<file path="config.mk">
export PLATFORM = sky130hd
export DESIGN_NAME = kqt_store
export DESIGN_NICKNAME = d
export VERILOG_FILES = /design/src/rtl/kqt_pkg.sv /design/src/rtl/kqt_store.sv
export SDC_FILE = /design/constraint.sdc
export NUM_CORES = 2
export LEC_CHECK = 0
export BUFFER_PORTS_ARGS = -buffer_cell sky130_fd_sc_hd__buf_2
export CAP_MARGIN = 20
export CORE_AREA = 2 2 536 538
export CTS_BUF_LIST = sky130_fd_sc_hd__clkbuf_16
export DETAILED_ROUTE_END_ITERATION = 8
export DIE_AREA = 0 0 538 540
export PLACE_DENSITY = 0.73
export SETUP_SLACK_MARGIN = 0.02
export SYNTH_ARGS = -nofsm -noshare
export SYNTH_HDL_FRONTEND = slang
export SYNTH_SLANG_ARGS = --single-unit
</file>
<file path="constraint.sdc">
create_clock -name clk -period 4.15 [get_ports clk]
set_clock_uncertainty 0.15 [all_clocks]
set_input_delay 0.6225 -clock clk [delete_from_list [all_inputs] [get_ports clk]]
set_output_delay 0.6225 -clock clk [all_outputs]
set_load 0.03 [all_outputs]
</file>
<file path="src/rtl/kqt_pkg.sv">
// Shared types and constants for the keyed quantity table.
package kqt_pkg;

    localparam int unsigned DEF_ENTRIES = 64;
    localparam int KEY_W   = 32;
    localparam int QTY_W   = 32;
    localparam int OP_W    = 2;
    localparam int STAT_W  = 2;
    localparam int INDEX_W = 6;
    localparam int COUNT_W = 7;

    typedef enum logic [OP_W-1:0] {
        OP_INSERT = 2'd0,
        OP_REMOVE = 2'd1,
        OP_UPDATE = 2'd2,
        OP_LOOKUP = 2'd3
    } kqt_op_t;

    typedef enum logic [STAT_W-1:0] {
        STATUS_OK      = 2'd0,
        STATUS_MISSING = 2'd1,
        STATUS_EMPTY   = 2'd2,
        STATUS_FULL    = 2'd3
    } kqt_status_t;

    typedef enum logic [2:0] {
        S_IDLE,
        S_SEARCH,
        S_MOVE_RD,
        S_MOVE_WR,
        S_DONE
    } kqt_state_t;

    typedef struct packed {
        logic             key_en;
        logic             qty_en;
        logic [KEY_W-1:0] key;
        logic [QTY_W-1:0] qty;
    } kqt_wr_t;

endpackage

</file>
<file path="src/rtl/kqt_store.sv">
// Key and quantity memories: one write port, one registered read port.
module kqt_store #(
    parameter int unsigned ENTRIES = kqt_pkg::DEF_ENTRIES,
    localparam int IDX_W = (ENTRIES > 1) ? $clog2(ENTRIES) : 1
) (
    input  logic                       clk,
    input  kqt_pkg::kqt_wr_t           wr,
    input  logic [IDX_W-1:0]           wr_addr,
    input  logic [IDX_W-1:0]           rd_addr,
    output logic [kqt_pkg::KEY_W-1:0]  rd_key,
    output logic [kqt_pkg::QTY_W-1:0]  rd_qty
);
    import kqt_pkg::*;

    logic [KEY_W-1:0] key_mem_reg [ENTRIES];
    logic [QTY_W-1:0] qty_mem_reg [ENTRIES];
    logic [KEY_W-1:0] rd_key_reg;
    logic [QTY_W-1:0] rd_qty_reg;

    always_ff @(posedge clk)
    begin
        if (wr.key_en)
        begin
            key_mem_reg[wr_addr] <= wr.key;
        end
        rd_key_reg <= key_mem_reg[rd_addr];
    end

    always_ff @(posedge clk)
    begin
        if (wr.qty_en)
        begin
            qty_mem_reg[wr_addr] <= wr.qty;
        end
        rd_qty_reg <= qty_mem_reg[rd_addr];
    end

    assign rd_key = rd_key_reg;
    assign rd_qty = rd_qty_reg;

endmodule
</file>
==> results by group <==
Floorplanning
  – Ports: 143
  – Chip Height: 540 um
  – Die X: 538 um
  – Die ar.: 0.291 sq mm
  – Core ar.: 0.284 sq mm
  – Initial cell density of the core: 0.548
  – Floorplan row count: 196

Power
  – Pwr/cell area: 492 mW/mm^2
  – Leakage power: 56.3 nW
  – Share of power burned in registers: 0.531
  – Net Switching: 0.0188 W
  – Gate power share: 0.054
  – Switching part of the total power: 0.213
  – Peak VDD IR: 464 uV
  – Clock power share: 0.415
  – Internal power: 0.0693 W

STA
  – Worst slew pin tran: 1.21 ns
  – Max_slew headroom: 0.197
  – Fin crit period: 2.80 ns
  – Final setup TNS: 0 ns
  – Final Setup Violations: 0
  – Final Max Tran Viols: 0
  – Unrepaired setup endpoints after global routing: false
  – Crit share post-route: 0.674
  – Final hold viol count: 0
  – Fmax: 0.358 GHz
  – Final worst setup slack: 1.35 ns

Worst hold path
  – Worst hold path type: in -> reg
  – Hold depth: 1
  – HP Start: wr[49]
  – Endpoint, Worst Hold: key_mem_reg[20][17]

CTS
  – Post-CTS Resized: 0
  – Clk buf depth: 4
  – Clk_lat worst skew: 0.92 ns
  – Root buffer cell: clkbuf_16
  – TritonCTS Buffers: 401
  – Clock Sinks: 4160
  – Worst-path clk slew: 0.06 ns
  – CTS tree: built
  – H-tree levels: 5

Worst setup path
  – Cell mode on critical path: buf_4
  – Reg2Reg Setup Slack: 1.75 ns
  – Worst EP required: 4.84 ns
  – Worst Setup Start Kind: input pin
  – Max stage delay on crit path: 0.92 ns
  – WP buf/inv: 3
  – R2R cell count: 4
  – CP max FO: 50
  – CP Class: in -> reg
  – FF-to-FF Start: qty_mem_reg[3][6]
  – Crit path cell chain: buf_8, buf_4, buf_4, mux4_2, o22ai_1, a211oi_1, o211a_1
  – Worst r2r dst: rd_qty[6]
  – CP Capture Type: flop
  – Worst EP arrival: 3.49 ns
  – Worst path slowest cell: a211oi_1
  – Top Family by Delay on Critical Path: buffers and inverters

Place
  – Gpl congestion: 0.832
  – Detail Placement HPWL: 244 mm
  – Place WS: 0.505 ns
  – PortBufs: 142

Logic synthesis
  – Post-synthesis register bit count: 4160
  – Largest family of logic cells by synthesized area: multiplexers
  – Syn Nets: 6692
  – Adder-cell share of the synthesized area: 0
  – Simple-gate share of the synthesized area: 0.0117
  – Synth Area in XOR/XNOR: 0
  – Mux contribution to synthesized area: 0.152
  – Warnings from Yosys: 0
  – Syn_area_per_cell: 23.6 sq um
  – Syn Std Cell Area: 0.156 sq mm
  – Gate Count Post-Synth: 6613
  – Netlist cell types: 32
  – Sequential share of the synthesized area: 0.797
  – Compound-cell area share of the yosys netlist: 0.0283

Drt
  – Via density: 6.93
  – Total wire length: 430 mm
  – Vias: 78500
  – Wirelength per Cell: 37.9 um
  – Initial DRC count: 12700
  – Initial DRT Pass Iterations: 5
  – Final ANT Viol Nets: 0
  – Number of remaining DRC errors: 1

Run
  – Max Cap Viol: 0

Run status
  – Status: finished, violations left
  – Failing checks: design-rule violations

Global route
  – GR Overflow Total: 0
  – GRT Total Usage: 0.295
  – Vias in the first global route: 78200
  – Largest net degree at the start of global routing: 71
  – First-pass GRT wire length: 598 mm
  – Initial antenna violation count: 41

Finish
  – Share of cells above drive strength 1: 0.309
  – Filler cell count in the final layout: 18100
  – Total Nets Final: 7306
  – Area Overhead vs Synth: 14.8%
per-stage QoR:
stage               hold slack (ns)  cells  power (W)   util  instance area, sq um
global placement              0.662  10500     0.0521  0.580                165000
global route                 0.0126  11300     0.0899  0.629                179000
finish                      0.00705  11300     0.0880  0.629                179000
floorplan                     0.571   6613     0.0498      -                156000
detailed placement            0.686  10500     0.0522  0.581                165000
CTS                          0.0253  11300     0.0881  0.627                178000
cell usage after synthesis, drive strengths merged:
library cell  number  area (sq um)
inv               13          48.8
nand4              2          12.5
o211a             64           641
and2               3          18.8
or3b               8          70.1
nor2             196           736
edfxtp          4096        123000
o221a              2          22.5
mux2               1          11.3
nor2b              5          31.3
nand2             19          71.3
a221oi             1          8.76
nand3            100           500
clkbuf           178           668
or2                2          12.5
dfxtp             64          1280
o221ai            96           841
mux4            1022         23000
a22oi            256          1920
nand2b             7          43.8
a21oi             33           165
or3                4          25.0
o22ai             93           582
buf              208          1070
nand3b            40           300
mux2i             69           691
a211oi            31           233
metal layers:
metal | wire [um] | global-route usage | part of all wire
met5 | 114 | 0 | 0.00027
met2 | 208000 | 0.463 | 0.48
met1 | 145000 | 0.397 | 0.34
met4 | 23000 | 0.141 | 0.054
met3 | 53500 | 0.0646 | 0.12
final cells by class:
| class | instances | area, sq um | area share |
|---|---|---|---|
| clock buffer | 411 | 10300 | 0.0574 |
| inverter | 13 | 48.8 | 0.000273 |
| multi-input combinational | 2054 | 31000 | 0.173 |
| tap | 3762 | 4710 | 0.0263 |
| timing repair buffer | 597 | 5890 | 0.0329 |
| antenna | 12 | 30.0 | 0.000168 |
| sequential | 4160 | 124000 | 0.694 |
| clock inverter | 321 | 2820 | 0.0158 |
power groups by stage:
stage	Clock, W	Sequential [W]	Combinational, W
after floorplan	0	0.0477	0.00214
after global placement	0	0.0476	0.00446
after detailed placement	0	0.0477	0.00457
after CTS	0.0367	0.0468	0.00461
after global routing	0.0383	0.0468	0.00490
final	0.0365	0.0468	0.00473
cell families after synthesis:
logic type / after synthesis
buffers and inverters: 399
AOI/OAI and AO/OA: 576
muxes: 1092
DFF: 4160
and+or+nand+nor: 386
cells in the final DEF (no fill, tap or decap), drive strengths merged, types with 69 or more instances in the layout:
cell type / Yosys / routed
o221ai: 96 / 96
nor2: 196 / 196
nand3: 100 / 100
edfxtp: 4096 / 4096
mux2i: 69 / 69
buf: 208 / 581
inv: 13 / 95
a22oi: 256 / 256
clkbuf: 178 / 411
mux4: 1022 / 1022
o22ai: 93 / 93
clkinv: 0 / 163
timing repair:
action                    CTS  global route
setup buffers               0             0
hold buffers                3            13
hold endpoints to repair   22           142
how the worst max path moves through the flow:
stage | startpoint | to | slack [ns] | cells past startpoint
floorplan | wr_addr[1] | qty_mem_reg[42][0] | 0.51 | 6
global placement | rd_addr[2] | rd_qty[3] | 0.07 | 6
detailed placement | rd_addr[1] | rd_qty[7] | 0.50 | 7
CTS | rd_addr[1] | rd_qty[7] | 1.45 | 7
global route | rd_addr[1] | rd_qty[7] | 1.40 | 7
finish | rd_addr[1] | rd_qty[7] | 1.35 | 7
(Power assumes the default switching activity.)
